$ cat config.mk
export PLATFORM = sky130hd
export DESIGN_NAME = srta_cell
export DESIGN_NICKNAME = d
export VERILOG_FILES = /design/src/rtl/system_register_table_access_top_assert.svh /design/src/rtl/srta_pkg.sv /design/src/rtl/srta_cell.sv
export SDC_FILE = /design/constraint.sdc
export NUM_CORES = 1
export LEC_CHECK = 0
export ABC_AREA = 0
export BUFFER_PORTS_ARGS = -buffer_cell sky130_fd_sc_hd__buf_2
export CAP_MARGIN = 20
export CORE_ASPECT_RATIO = 2
export CORE_MARGIN = 1.5
export CORE_UTILIZATION = 25
export CTS_BUF_LIST = sky130_fd_sc_hd__clkbuf_2
export CTS_CLUSTER_SIZE = 8
export DETAILED_ROUTE_END_ITERATION = 8
export PLACE_DENSITY = 0.52
export SYNTH_ARGS = -nofsm -noshare
export SYNTH_HDL_FRONTEND = slang
export SYNTH_SLANG_ARGS = --single-unit
$ cat constraint.sdc
create_clock -name clk -period 3.73 [get_ports clk]
set_input_delay 0.373 -clock clk [delete_from_list [all_inputs] [get_ports clk]]
set_output_delay 0.373 -clock clk [all_outputs]
set_load 0.02 [all_outputs]
$ cat src/rtl/system_register_table_access_top_assert.svh
// Assertion macros shared by the register table logic.
`ifndef SYSTEM_REGISTER_TABLE_ACCESS_TOP_ASSERT_SVH
`define SYSTEM_REGISTER_TABLE_ACCESS_TOP_ASSERT_SVH

// Condition holds in the same cycle as the trigger.
`define SRTA_ASSERT_NOW(lbl, ck, rstn, trig, cond) \
	lbl: assert property (@(posedge ck) disable iff (!rstn) (trig) |-> (cond)) \
		else $error("assertion failed");

// Condition holds in the cycle after the trigger.
`define SRTA_ASSERT_NEXT(lbl, ck, rstn, trig, cond) \
	lbl: assert property (@(posedge ck) disable iff (!rstn) (trig) |=> (cond)) \
		else $error("assertion failed");

`endif

$ cat src/rtl/srta_pkg.sv
package srta_pkg;

	localparam int DEFAULT_TABLE_DEPTH = 256;

	localparam logic [2:0] ST_READ_DONE  = 3'd0;
	localparam logic [2:0] ST_WRITE_DONE = 3'd1;
	localparam logic [2:0] ST_FULL       = 3'd2;
	localparam logic [2:0] ST_UNKNOWN    = 3'd3;
	localparam logic [2:0] ST_MAINT      = 3'd4;
	localparam logic [2:0] ST_SPECIAL    = 3'd5;

	localparam logic [1:0] FN_EXEC = 2'd0;
	localparam logic [1:0] FN_SET  = 2'd1;
	localparam logic [1:0] FN_GET  = 2'd2;

	localparam logic [15:0] KEY_MPIDR = 16'hC005;
	localparam logic [15:0] KEY_COUNT = 16'hC298;

	typedef struct packed {
		logic [1:0]  func;
		logic [31:0] instruction;
		logic [63:0] write_value;
	} req_t;

	typedef struct packed {
		logic [2:0]  status;
		logic [63:0] read_data;
		logic        dest_write;
		logic [4:0]  dest_reg;
		logic        invalidate_request;
	} rsp_t;

	// Lookup token handed from cell to cell.
	typedef struct packed {
		logic        active;
		logic        wr;
		logic [15:0] key;
		logic [63:0] wdata;
		logic        hit;
		logic        alloc;
		logic [63:0] old;
	} tok_t;

	function automatic logic [63:0] init_value(input logic [15:0] key);
		if (key == KEY_MPIDR) begin
			return 64'h0000_0000_8100_0000;
		end else if (key == KEY_COUNT) begin
			return 64'd1;
		end
		return 64'd0;
	endfunction

endpackage

$ cat src/rtl/srta_cell.sv
module srta_cell #(
	parameter int TABLE_DEPTH = srta_pkg::DEFAULT_TABLE_DEPTH,
	parameter int IDX = 0
) (
	input  logic                             clk,
	input  logic                             arst_n,
	input  logic [$clog2(TABLE_DEPTH+1)-1:0] count,
	input  srta_pkg::tok_t                   tok_in,
	output srta_pkg::tok_t                   tok_out
);
	localparam int CW = $clog2(TABLE_DEPTH+1);
	localparam logic [CW-1:0] MY_IDX = CW'(IDX);

	logic [15:0] key_q;
	logic [63:0] value_q;
	srta_pkg::tok_t tok_q;
	logic match, alloc;
	logic [63:0] init;

	// Entries below the fill count hold live keys; the one at the count is the next free.
	assign match = tok_in.active && !tok_in.hit && (MY_IDX < count) && (key_q == tok_in.key);
	assign alloc = tok_in.active && !tok_in.hit && (MY_IDX == count);
	assign init  = srta_pkg::init_value(tok_in.key);

	always_ff @(posedge clk) begin
		if (alloc) begin
			key_q <= tok_in.key;
		end
		if ((match || alloc) && tok_in.wr) begin
			value_q <= tok_in.wdata;
		end else if (alloc) begin
			value_q <= init;
		end
	end

	always_ff @(posedge clk or negedge arst_n) begin
		if (!arst_n) begin
			tok_q <= '0;
		end else begin
			tok_q <= tok_in;
			if (match) begin
				tok_q.hit <= 1'b1;
				tok_q.old <= value_q;
			end else if (alloc) begin
				tok_q.hit   <= 1'b1;
				tok_q.alloc <= 1'b1;
				tok_q.old   <= init;
			end
		end
	end

	assign tok_out = tok_q;
endmodule

==> impl_metrics.csv <==
group,metric,value,unit
status,status,"finished, final reports clean",
yosys,yosysTopAreaCellShare,0.475,
sta,rsz0062_at_grt,"no",
final_layout,fillers,2991,
drt,drc,0,
drt,drtIter0Drc,173,
final_layout,final_common_cell,"buf_2",
drt,wire_per_inst,16.2,microns
floorplanning,num_rows,91,
cts,cts_max_level,2,
run,cap_violations,0,
critical_path,reg2reg_from,"key_q[15]",
drt,avgViaCountPerCell,4.23,
placed_design,place_hpwl,16.0,mm
floorplanning,die_w,128,microns
sta,setup_viol,0,
global_routing,antenna_found_initial,3,
worst_hold_path,hp-class,"in -> async",
placed_design,io_buffer_count,306,
global_routing,overflow,0,
floorplanning,core_area,0.0307,sq mm
yosys,syn_nets,710,
critical_path,endpoint_kind,"flip-flop",
final_layout,num-nets-final,1199,
sta,min_period_over_period,0.737,
final_layout,drive_above_1_share,0.371,
sta,finClkSkew,0.0539,ns
critical_path,path_cells,"xor2_1, nor4_1, nand4b_1, nor4_4, o21a_2, mux2_2",
critical_path,critical-path-max-stage-delay,0.55,ns
drt,ant_nets,0,
yosys,ys_types,27,
sta,max_freq,0.364,GHz
global_routing,grt_util_all_layers,0.146,
final_layout,post-route-util,0.383,
sta,finalHoldViolations,0,
final_layout,stdcell_area,0.0118,sq mm
cts,clkLatencyLatePin,0.83,ns
floorplanning,io_pins,307,
critical_path,critical_path_class,"reg -> reg",
yosys,ys_ff_latch,228,
yosys,syn_avg_cell_area,14.1,sq um
global_routing,grt_pass1_vias,6773,
cts,cts_buffer_depth,3,
critical_path,critPathRequiredTime,4.29,ns
final_layout,area_growth,51.1,%
pwr,power_density,416,mW/mm^2
drt,dr.pass1.iters,4,
cts,clkTransAtPathRegs,0.13,ns
critical_path,worstReg2RegEnd,"value_q[31]",
pwr,p_leak,5.24,nW
sta,report.final.slew_viol_count,0,
yosys,synth_top_area_cell,"dfrtp_1",
yosys,synthCells,551,
critical_path,startpoint_type,"flip-flop",
cts,cts_tree,"yes",
yosys,synth_area_leaders,"dfrtp_1 48%, edfxtp_1 31%, nand2_1 6.0%, and2_1 5.0%, o21ai_0 4.0%",
critical_path,slowest_stage,"o21a_2",
pwr,p_total,4.90,mW
placed_design,gp_congestion,0.779,
yosys,ys_seq_area_frac,0.784,
critical_path,path_max_fanout,29,
pwr,ir_drop,224,uV
drt,vias,6169,
global_routing,grt_max_degree,129,
sta,worst_pin_slew,0.789,ns
cts,cts-root-buf,"clkbuf_2",
yosys,ys_warn_count,0,
cts,cts_sinks,228,
floorplanning,die_h,253,microns
floorplanning,dieArea,0.0323,sq mm
global_routing,grt_pass1_wl,35.6,mm
placed_design,place_area,0.00974,sq mm
sta,finalSetupTns,0,ns
yosys,syn_area,0.00779,sq mm
sta,slew_headroom,0.474,
floorplanning,start_util,0.253,
critical_path,r2r_cells,6,
sta,min_period,2.75,ns
final_layout,final_cell_mix,"305 x buf_2, 150 x dlygate4sd3_1, 148 x dfrtp_1",
critical_path,worstPathArrival,3.31,ns
critical_path,r2r_slack,0.98,ns
cts,cts_buffers,53,
drt,wl,23.7,mm
## how the worst max path moves through the flow
stage / slack [ns] / depth (start not counted) / start / end
floorplan: 0.05 / 9 / key_q[15] / value_q[0]
global placement: 0.89 / 7 / tok_in[145] / value_q[24]
detailed placement: 0.80 / 7 / tok_in[145] / value_q[31]
CTS: 0.92 / 7 / key_q[15] / value_q[51]
global route: 0.80 / 7 / key_q[15] / value_q[0]
finish: 0.98 / 6 / key_q[15] / value_q[31]
## synthesized netlist by cell type
master    count
a221o_1       3
and2_1       62
buf_2         7
buf_4         2
buf_6         6
clkbuf_1     13
dfrtp_1     148
edfxtp_1     80
inv_1         1
mux2_2        2
nand2_1     124
nand2b_1      1
nand3_1       2
nand4_1       5
nand4b_1      1
nor2_1        4
nor3_1        1
nor4_1        5
nor4_2        1
o211ai_1      1
o21a_1        1
o21ai_0      62
or3_1         1
or3b_2        1
or4_1         1
xnor2_1      12
xor2_1        4
## per-layer routing
layer,routed length (microns),track usage,vias to the layer above,part of all wire
li1,-,-,2863,-
met1,7810,0.134,2967,0.33
met2,13300,0.280,257,0.56
met3,1290,0.0328,78,0.055
met4,1210,0.0937,4,0.051
met5,20,0,-,0.00085
## cells by family after synthesis
| group | count (synthesis) | share of synthesized area |
|---|---|---|
| compound gates | 67 | 0.0456 |
| xor+xnor | 16 | 0.0180 |
| buf+inv | 29 | 0.0218 |
| flops | 228 | 0.784 |
| mux | 2 | 0.00289 |
| simple gates | 209 | 0.128 |
## critical path, delay by kind of cell (launching register included)
kind | cells | cell delay, ns
AO/OA/AOI/OAI | 1 | 0.55
XOR/XNOR | 1 | 0.18
flip-flops | 1 | 0.40
multiplexers | 1 | 0.40
AND/OR/NAND/NOR | 3 | 1.00
## power by group
group / internal (mW) / total, mW / switching, mW
clock network: 0.691 / 1.69 / 1.00
registers: 2.66 / 2.68 / 0.0214
logic: 0.241 / 0.523 / 0.282
total: 3.59 / 4.90 / 1.31
## state kept, by name, summed over array words and instances, names as in the netlist
| register | flops |
|---|---|
| value_q | 64 |
| tok_out | 148 |
| key_q | 16 |
## timing repair
action / CTS / global route
gates resized for setup: 0 / 0
setup buffers: 0 / 0
hold buffers: 150 / 0
endpoints found under the hold margin: 308 / 0
## stage by stage
| step | setup WS, ns | hold slack [ns] | std cells |
|---|---|---|---|
| after floorplan | 0.0535 | 0.0774 | 551 |
| after global placement | 0.887 | 0.432 | 1207 |
| after detailed placement | 0.805 | 0.437 | 1207 |
| after CTS | 0.925 | 0.0507 | 1456 |
| after global routing | 0.798 | 0.109 | 1457 |
| final | 0.981 | 0.156 | 1457 |
## final cells by class
class                           count  area (sq um)  share of cell area
Sequential cell                   228          6110               0.519
Timing Repair Buffer              462          3130               0.266
Multi-Input combinational cell    294          1530               0.130
Tap cell                          372           465              0.0395
Clock buffer                       75           375              0.0319
Clock inverter                     24           150              0.0128
Inverter                            1          3.75            0.000319
Antenna cell                        1          2.50            0.000213
(Power assumes the default switching activity.)
